==> src/hw/rtl/kmf_pkg.sv <==
// Package for the keypad message framer with rate limiting.
// Holds payload structs, result codes and register indexes; depends on nothing.
package kmf_pkg;

   typedef struct packed {
      logic        func;
      logic [7:0]  key;
      logic [31:0] tick_seconds;
      logic [31:0] uptime_now;
   } req_type;

   typedef struct packed {
      logic [1:0]  kind;
      logic [1:0]  feedback;
      logic [7:0]  msg_key;
      logic [4:0]  key_index;
      logic        last;
      logic [7:0]  grace_count;
      logic        grace_changed;
      logic [7:0]  attempts_left;
      logic [31:0] next_process_seconds;
   } rsp_type;

   localparam logic       FUNC_KEY  = 1'b0;
   localparam logic       FUNC_TICK = 1'b1;

   localparam logic [1:0] KIND_FEEDBACK = 2'd0;
   localparam logic [1:0] KIND_MSG_KEY  = 2'd1;
   localparam logic [1:0] KIND_TICK     = 2'd2;

   localparam logic [1:0] FB_ACCEPTED = 2'd0;
   localparam logic [1:0] FB_REJECTED = 2'd1;
   localparam logic [1:0] FB_INVALID  = 2'd2;

   localparam logic [2:0] REG_START_KEY   = 3'd0;
   localparam logic [2:0] REG_END_KEY     = 3'd1;
   localparam logic [2:0] REG_STOP_LENGTH = 3'd2;
   localparam logic [2:0] REG_BUCKET_MAX  = 3'd3;
   localparam logic [2:0] REG_REFILL      = 3'd4;
   localparam logic [2:0] REG_GRACE_INIT  = 3'd5;
   localparam logic [2:0] REG_TIMEOUT     = 3'd6;
   localparam logic [2:0] REG_IDLE_INTVL  = 3'd7;

endpackage

==> src/hw/rtl/keypad_message_framer_rate_limit.sv <==
// Top level of the keypad message framer with token-bucket rate limiting.
// Depends on kmf_pkg for the payload structs, codes and register indexes.
//
// Usage: each request carries a key press or a time tick on req_data and is
// taken when req_valid is high and req_stall is low. Results leave on
// rsp_data under rsp_valid/rsp_stall; the final result of a request has last
// set. Registers are written through csr_valid/csr_ready/csr_index/csr_data;
// the user must do so only while the block is idle, which the block does not
// enforce; csr_ready is always high. A key press passes through the execute
// state before its result is offered. A finished valid message emits its body
// keys from the body memory, each read in the read state and then offered in
// the output state, where a stalled key waits until it is taken.
// A tick runs a restoring divider (a load step and eight steps) for the
// attempt count and offers its status result after the divide and tick states.
// One request is worked at a time; req_stall is high until its last result
// has been taken, and a stalled result holds its payload.
// Reset loads the register defaults and clears the framing and bucket
// control state; the body memory needs no clearing.
module keypad_message_framer_rate_limit #(
   parameter int MAX_BODY_KEYS = 32
) (
   input  logic              clock,
   input  logic              reset,
   input  logic              req_valid,
   output logic              req_stall,
   input  kmf_pkg::req_type  req_data,
   output logic              rsp_valid,
   input  logic              rsp_stall,
   output kmf_pkg::rsp_type  rsp_data,
   input  logic              csr_valid,
   output logic              csr_ready,
   input  logic [2:0]        csr_index,
   input  logic [31:0]       csr_data
);
   import kmf_pkg::*;

   localparam int AW = (MAX_BODY_KEYS > 1) ? $clog2(MAX_BODY_KEYS) : 1;
   localparam int LW = $clog2(MAX_BODY_KEYS + 1);

   typedef enum logic [6:0] {
      S_IDLE = 7'b0000001,
      S_EXEC = 7'b0000010,
      S_DIV  = 7'b0000100,
      S_TICK = 7'b0001000,
      S_RESP = 7'b0010000,
      S_RD   = 7'b0100000,
      S_OUT  = 7'b1000000
   } state_type;

   state_type   state_ff;

   logic [7:0]  start_key_ff, end_key_ff, stop_len_ff, bmax_ff, grace0_ff;
   logic [11:0] refill_ff;
   logic [31:0] timeout_ff, idle_ff;

   req_type     req_ff;
   rsp_type     rsp_ff;
   logic [19:0] credit_ff, maxc_ff, gthr_ff;
   logic        loaded_ff;
   logic [7:0]  stored_grace_ff;
   logic [LW-1:0] len_ff, emit_len_ff, idx_ff;
   logic        too_long_ff, open_ff, pending_ff;
   logic [31:0] last_act_ff;

   logic [19:0] rem_ff, dvs_ff;
   logic [7:0]  quo_ff;
   logic [3:0]  step_ff;
   logic        sat_ff;

   logic [7:0]  body_mem [0:MAX_BODY_KEYS-1];
   logic [7:0]  mem_rd_ff;

   logic        mem_we;
   logic [AW-1:0] mem_wa;

   logic [32:0] sum_in;
   logic [19:0] credit_tick_in;
   logic        limited;
   logic [LW-1:0] len_inc_in;
   logic        tl_in;
   logic [7:0]  attempts_in, grace_in;
   logic [31:0] la_in;
   logic        drop_in;
   rsp_type     tick_rsp_in;

   function automatic rsp_type fb_rsp(input logic [1:0] fb);
      rsp_type r;
      r          = '0;
      r.kind     = KIND_FEEDBACK;
      r.feedback = fb;
      r.last     = 1'b1;
      return r;
   endfunction

   assign csr_ready = 1'b1;
   assign req_stall = (state_ff != S_IDLE);
   assign rsp_valid = (state_ff == S_RESP) || (state_ff == S_OUT);

   always_comb begin
      rsp_data = rsp_ff;
      if (state_ff == S_OUT) begin
         rsp_data = '0;
         rsp_data.kind      = KIND_MSG_KEY;
         rsp_data.msg_key   = mem_rd_ff;
         rsp_data.key_index = 5'(idx_ff);
         rsp_data.last      = ((idx_ff + LW'(1)) == emit_len_ff);
      end
   end

   always_comb begin
      sum_in = {13'd0, credit_ff} + {1'b0, req_ff.tick_seconds};
      credit_tick_in = (sum_in >= {13'd0, maxc_ff}) ? maxc_ff : sum_in[19:0];
      limited = (bmax_ff != 8'd0) && (credit_ff < {8'd0, refill_ff});
      tl_in = too_long_ff;
      len_inc_in = len_ff;
      mem_we = 1'b0;
      mem_wa = len_ff[AW-1:0];
      if (len_ff < LW'(MAX_BODY_KEYS)) begin
         len_inc_in = len_ff + LW'(1);
      end else begin
         tl_in = 1'b1;
      end
      if ((state_ff == S_EXEC) && (req_ff.func == FUNC_KEY) && !limited &&
          (req_ff.key != start_key_ff) && open_ff && (req_ff.key != end_key_ff) &&
          (len_ff < LW'(MAX_BODY_KEYS))) begin
         mem_we = 1'b1;
      end
   end

   always_comb begin
      if (bmax_ff == 8'd0) begin
         attempts_in = 8'd0;
      end else if (refill_ff == 12'd0 || sat_ff) begin
         attempts_in = 8'd255;
      end else begin
         attempts_in = quo_ff;
      end
      if (bmax_ff == 8'd0) begin
         grace_in = 8'd0;
      end else if (credit_ff >= gthr_ff) begin
         grace_in = grace0_ff;
      end else begin
         grace_in = attempts_in;
      end
      la_in = pending_ff ? req_ff.uptime_now : last_act_ff;
      drop_in = open_ff && ((req_ff.uptime_now - la_in) > timeout_ff);
      tick_rsp_in = '0;
      tick_rsp_in.kind          = KIND_TICK;
      tick_rsp_in.last          = 1'b1;
      tick_rsp_in.grace_count   = grace_in;
      tick_rsp_in.grace_changed = (grace_in != stored_grace_ff);
      tick_rsp_in.attempts_left = attempts_in;
      tick_rsp_in.next_process_seconds = (open_ff && !drop_in) ? 32'd1 : idle_ff;
   end

   always_ff @(posedge clock) begin
      if (mem_we) begin
         body_mem[mem_wa] <= req_ff.key;
      end
      if (state_ff == S_RD) begin
         mem_rd_ff <= body_mem[idx_ff[AW-1:0]];
      end
   end

   always_ff @(posedge clock) begin
      if (reset) begin
         state_ff        <= S_IDLE;
         start_key_ff    <= 8'd42;
         end_key_ff      <= 8'd35;
         stop_len_ff     <= 8'd0;
         bmax_ff         <= 8'd128;
         refill_ff       <= 12'd720;
         grace0_ff       <= 8'd6;
         timeout_ff      <= 32'd16;
         idle_ff         <= 32'd20;
         credit_ff       <= '0;
         loaded_ff       <= 1'b0;
         stored_grace_ff <= 8'd6;
         len_ff          <= '0;
         too_long_ff     <= 1'b0;
         open_ff         <= 1'b0;
         pending_ff      <= 1'b0;
         last_act_ff     <= '0;
      end else begin
         if (csr_valid && csr_ready) begin
            unique case (csr_index)
               REG_START_KEY:   start_key_ff <= csr_data[7:0];
               REG_END_KEY:     end_key_ff   <= csr_data[7:0];
               REG_STOP_LENGTH: stop_len_ff  <= csr_data[7:0];
               REG_BUCKET_MAX:  bmax_ff      <= csr_data[7:0];
               REG_REFILL:      refill_ff    <= csr_data[11:0];
               REG_GRACE_INIT:  grace0_ff    <= csr_data[7:0];
               REG_TIMEOUT:     timeout_ff   <= csr_data;
               REG_IDLE_INTVL:  idle_ff      <= csr_data;
               default: ;
            endcase
         end
         unique case (state_ff)
            S_IDLE: begin
               if (req_valid && !req_stall) begin
                  req_ff  <= req_data;
                  maxc_ff <= 20'(bmax_ff * refill_ff);
                  gthr_ff <= 20'(grace0_ff * refill_ff);
                  if (!loaded_ff) begin
                     stored_grace_ff <= grace0_ff;
                     credit_ff       <= 20'(grace0_ff * refill_ff);
                     loaded_ff       <= 1'b1;
                  end
                  state_ff <= S_EXEC;
               end
            end
            S_EXEC: begin
               if (req_ff.func == FUNC_TICK) begin
                  credit_ff <= credit_tick_in;
                  step_ff   <= 4'd0;
                  state_ff  <= S_DIV;
               end else begin
                  pending_ff <= 1'b1;
                  priority if (limited) begin
                     rsp_ff   <= fb_rsp(FB_REJECTED);
                     state_ff <= S_RESP;
                  end else if (req_ff.key == start_key_ff) begin
                     open_ff     <= 1'b1;
                     len_ff      <= '0;
                     too_long_ff <= 1'b0;
                     rsp_ff      <= fb_rsp(FB_ACCEPTED);
                     state_ff    <= S_RESP;
                  end else if (!open_ff) begin
                     rsp_ff   <= fb_rsp(FB_REJECTED);
                     state_ff <= S_RESP;
                  end else if ((req_ff.key == end_key_ff) ||
                               ((stop_len_ff != 8'd0) &&
                                (8'(len_inc_in) >= stop_len_ff))) begin
                     if ((req_ff.key == end_key_ff) ? (len_ff != '0 && !too_long_ff)
                                                    : (len_inc_in != '0 && !tl_in)) begin
                        emit_len_ff <= (req_ff.key == end_key_ff) ? len_ff : len_inc_in;
                        idx_ff      <= '0;
                        state_ff    <= S_RD;
                     end else begin
                        rsp_ff   <= fb_rsp(FB_INVALID);
                        state_ff <= S_RESP;
                     end
                     if (bmax_ff != 8'd0 && credit_ff >= {8'd0, refill_ff}) begin
                        credit_ff <= credit_ff - {8'd0, refill_ff};
                     end
                     open_ff     <= 1'b0;
                     len_ff      <= '0;
                     too_long_ff <= 1'b0;
                  end else begin
                     len_ff      <= len_inc_in;
                     too_long_ff <= tl_in;
                     rsp_ff      <= fb_rsp(FB_ACCEPTED);
                     state_ff    <= S_RESP;
                  end
               end
            end
            S_DIV: begin
               if (step_ff == 4'd0) begin
                  sat_ff <= (credit_ff >= {refill_ff, 8'd0});
                  rem_ff <= credit_ff;
                  dvs_ff <= {1'b0, refill_ff, 7'd0};
                  quo_ff <= '0;
               end else begin
                  if (rem_ff >= dvs_ff) begin
                     rem_ff <= rem_ff - dvs_ff;
                     quo_ff <= {quo_ff[6:0], 1'b1};
                  end else begin
                     quo_ff <= {quo_ff[6:0], 1'b0};
                  end
                  dvs_ff <= dvs_ff >> 1;
               end
               step_ff <= step_ff + 4'd1;
               if (step_ff == 4'd8) begin
                  state_ff <= S_TICK;
               end
            end
            S_TICK: begin
               stored_grace_ff <= grace_in;
               if (open_ff) begin
                  last_act_ff <= la_in;
                  pending_ff  <= 1'b0;
               end
               if (drop_in) begin
                  open_ff     <= 1'b0;
                  len_ff      <= '0;
                  too_long_ff <= 1'b0;
               end
               rsp_ff   <= tick_rsp_in;
               state_ff <= S_RESP;
            end
            S_RESP: begin
               if (!rsp_stall) begin
                  state_ff <= S_IDLE;
               end
            end
            S_RD: begin
               state_ff <= S_OUT;
            end
            S_OUT: begin
               if (!rsp_stall) begin
                  if ((idx_ff + LW'(1)) == emit_len_ff) begin
                     state_ff <= S_IDLE;
                  end else begin
                     idx_ff   <= idx_ff + LW'(1);
                     state_ff <= S_RD;
                  end
               end
            end
            default: state_ff <= S_IDLE;
         endcase
      end
   end

endmodule
==> config.mk <==
export PLATFORM = sky130hd
export DESIGN_NAME = keypad_message_framer_rate_limit
export DESIGN_NICKNAME = d
export VERILOG_FILES = /design/src/hw/rtl/kmf_pkg.sv /design/src/hw/rtl/keypad_message_framer_rate_limit.sv
export SDC_FILE = /design/constraint.sdc
export NUM_CORES = 2
export LEC_CHECK = 0
export ABC_AREA = 1
export BUFFER_PORTS_ARGS = -buffer_cell sky130_fd_sc_hd__buf_4
export CAP_MARGIN = 20
export CORE_ASPECT_RATIO = 1.25
export CORE_MARGIN = 3
export CORE_UTILIZATION = 35
export CTS_BUF_LIST = sky130_fd_sc_hd__clkbuf_16
export DETAILED_ROUTE_END_ITERATION = 8
export PLACE_DENSITY_LB_ADDON = 0.05
export SYNTH_ARGS = -nofsm -noshare
export SYNTH_HDL_FRONTEND = slang
export SYNTH_SLANG_ARGS = --single-unit
==> constraint.sdc <==
create_clock -name clock -period 5.68 [get_ports clock]
set_clock_uncertainty 0.1 [all_clocks]
set_input_delay 0.568 -clock clock [delete_from_list [all_inputs] [get_ports clock]]
set_output_delay 0.568 -clock clock [all_outputs]
set_load 0.01 [all_outputs]
==> metrics.md <==
| Metric | Value |
|---|---|
| Nets | 5,466 |
| Outcome | finished clean |
| Worst slew pin tran | 1060 ps |
| Share of layout cells above drive strength 1 | 9.26% |
| Routed len/inst | 19.5 um |
| CORE AREA | 115,000 um2 |
| Total track usage | 21.0% |
| Buf/Inv on CP | 3 |
| Xor and xnor fraction of the mapped netlist area | 2.38% |
| Vias in the first global route | 32,269 |
| Global-route wire length before repair | 196,000 um |
| Post-Synth Simple-Gate Area | 16.7% |
| CP Capture Type | flop |
| Compound-Gate Fraction of Synth Area | 12.5% |
| Worst hold path class | in2reg |
| Number of core rows | 139 |
| # port buffers | 181 |
| Root buffer selected by CTS | clkbuf_16 |
| Pins Over Slew Limit | 0 |
| Pin count of the biggest net entering global routing | 114 |
| Worst r2r path cells | 18 |
| Worst skew pair latency | 680 ps |
| Clock sinks | 686 |
| Pleak | 21.0 nW |
| R2r setup slk | 490 ps |
| Async S/R FF share, synth | 0% |
| Most frequent CP cell | fa_1 |
| Mux contribution to synthesized area | 0% |
| Clk pin slew, worst setup/hold paths | 60 ps |
| Avg Synthesized Cell Area | 8.69 um2 |
| Max Cap Viol | 0 |
| Tmin final | 5190 ps |
| Mapped Cells | 4,707 |
| I/O pins | 183 |
| Initial Util | 35.4% |
| Hold path cells | 3 |
| Slowest cell delay on critical path | 680 ps |
| Syn Std Cell Area | 40,900 um2 |
| Slowest-stage cell, CP | dfxtp_1 |
| CP top delay family | adder cells |
| Worst EP required | 6100 ps |
| Antenna viol nets, final | 0 |
| Register area share after synthesis | 45.6% |
| Post-synth top flop | edfxtp_1 |
| CP Max Fanout | 12 |
| CTS tree | done |
| Hold Path Sink | refill_ff[9] |
| Synth cell types | 56 |
| Die height | 388 um |
| Die Area | 121,000 um2 |
| Largest family of logic cells by synthesized area | simple AND/OR/NAND/NOR gates |
| 1st-iter DRT viols | 1,910 |
| Total wire length | 129,000 um |
| Grt total ovfl | 0 |
| Reg-to-reg critical path startpoint | refill_ff[2] |
| Hpwl dp | 94,500 um |
| Hold path startpoint | csr_data[9] |
| Placed insts | 6,367 |
| Final worst-path cycle share | 91.4% |
| Synth Area in Adders | 14.0% |
| Final hold violation count | 0 |
| Seq cells post-synth | 686 |
| Final setup TNS | 0 ps |
| Area grow syn2layout | 16.6% |
| Drt first pass iters | 5 |
| CTS max path bufs | 3 |
| Max_slew headroom | 28.9% |
| Final setup vio count | 0 |
| Syn Nets | 5,204 |
| EDFF count, synth | 493 |
| WHS | 86.1 ps |
| P per Cell Area | 305 nW/um2 |
| RSZ-0062 raised after global routing | no |
| H-tree depth | 3 |
| Critical path class | reg2reg |
| Worst EP arrival | 5610 ps |
| Routability Congestion | 0.844 |
| Warnings from Yosys | 0 |
| Initial antenna violation count | 1 |
| Num CTS Buffers | 78 |
| Finished Cell Area | 47,700 um2 |
| FF-to-FF End | credit_ff[15] |
| CP startpoint kind | flop |
| Tot Pwr | 0.0145 W |
| Placement Cell Area | 44,400 um2 |
| DRC viols | 0 |
| Vias per cell | 4.89 |
| Die W | 312 um |
| Fin cells | 6,584 |
| Crit-path cells | nand2_1 > fa_1 > fa_1 > inv_1 > fa_1 > inv_1 > fa_1 > inv_1 > ha_1 > nand2_1 > nor4_1 > nor2_1 > o21ai_1 > a21boi_0 > o21ai_1 > xor2_1 > a211oi_1 > a21oi_1 |
| DR vias | 32,207 |
| Postcts setup bufs | 0 |
| Achievable Freq | 193 MHz |
| Worst vdd ir | 0.000212 V |
==> tightest hold or removal path, delay by kind of cell <==
family / cells / cell delay (ps)
and+or+nand+nor: 1 / 50
buffers and inverters: 1 / 120
AOI/OAI and AO/OA: 1 / 60
==> synthesized netlist by cell type, types with 12 or more instances <==
cell type / number / share of area [%]
buf_1: 17 / 0.16
or2_2: 25 / 0.38
edfxtp_1: 493 / 36
nor4_1: 18 / 0.28
nand3_1: 133 / 1.6
a21oi_1: 318 / 3.9
o21ai_0: 419 / 5.1
dfxtp_1: 193 / 9.4
nand2_1: 837 / 7.7
nor2_1: 522 / 4.8
o22ai_1: 21 / 0.32
clkbuf_1: 161 / 1.5
nand4_1: 60 / 0.92
o21ai_1: 13 / 0.16
o221ai_1: 52 / 1.1
xor2_1: 75 / 1.6
ha_1: 260 / 8.0
o211ai_1: 12 / 0.22
inv_1: 752 / 6.9
nor3_1: 27 / 0.33
xnor2_1: 36 / 0.77
fa_1: 124 / 6.1
a31oi_1: 19 / 0.29
==> cell usage in the layout (no fill, tap or decap), drive strengths merged, types with 19 or more instances in the layout <==
cell type,count
nor2,536
a31oi,19
a21oi,318
inv,771
dfxtp,193
buf,296
o22ai,21
ha,260
nor3,27
or2,25
xnor2,36
o21ai,433
nand2,838
clkinv,41
clkbuf,81
fa,124
xor2,75
o221ai,52
nand3,137
dlygate4sd3,73
nand4,60
edfxtp,493
nor4,20
==> final cells by class <==
class,instances,area (um2)
repair buffers,369,3020
inverters,759,2850
fillers,11830,67800
flip-flops and latches,686,18700
clock buffers,81,2030
well taps,1551,1940
diodes,1,2.50
multi-input cells,3075,18700
clock inverters,62,460
==> layer usage <==
layer | global-route usage [%] | vias up | wire [um]
met5 | 0 | - | 0
met4 | 7.21 | 0 | 3910
met3 | 2.03 | 139 | 3710
met2 | 38.5 | 485 | 66600
met1 | 25.7 | 15502 | 54400
li1 | - | 16081 | -
==> how the worst max path moves through the flow <==
stage,to,slack [ps],from,cells after the start
detailed placement,rsp_ff[29],300,pending_ff,25
floorplan,credit_ff[16],670,refill_ff[5],23
global placement,len_ff[4],370,pending_ff,27
global route,rsp_ff[29],40,pending_ff,32
CTS,rsp_ff[29],270,pending_ff,25
finish,credit_ff[15],490,refill_ff[2],18
==> state kept, by name, summed over array words and instances, names as in the netlist, 12 cells and up <==
register / flops
idle_ff: 32
last_act_ff: 32
rem_ff: 20
gthr_ff: 20
body_mem: 256
timeout_ff: 32
credit_ff: 20
dvs_ff: 19
req_ff: 73
rsp_ff: 52
maxc_ff: 20
refill_ff: 12
==> what timing repair did <==
item	in CTS	in global routing
setup endpoints to repair	0	39
gates resized for setup	0	7
hold buffers	73	0
hold endpoints to repair	73	0
==> metrics by stage <==
stage               worst slack, ps  utilization (%)
floorplan                       675                -
CTS                             275             41.3
global route                   40.7             41.3
global placement                368             38.5
finish                          489             41.3
detailed placement              299             38.5
==> cell families after synthesis <==
logic type | count (synthesis)
AO/OA/AOI/OAI | 924
XOR/XNOR | 111
adder cells (fa/ha/maj) | 384
buffers and inverters | 946
flip-flops | 686
other | 1
AND/OR/NAND/NOR | 1655
==> power breakdown <==
group	internal [W]	switching (W)	total [W]
clock network	0.00281	0.00215	0.00496
registers	0.00563	0.000212	0.00584
logic	0.00131	0.00241	0.00372
total	0.00975	0.00477	0.0145
Power figures use the tool's default switching activity.
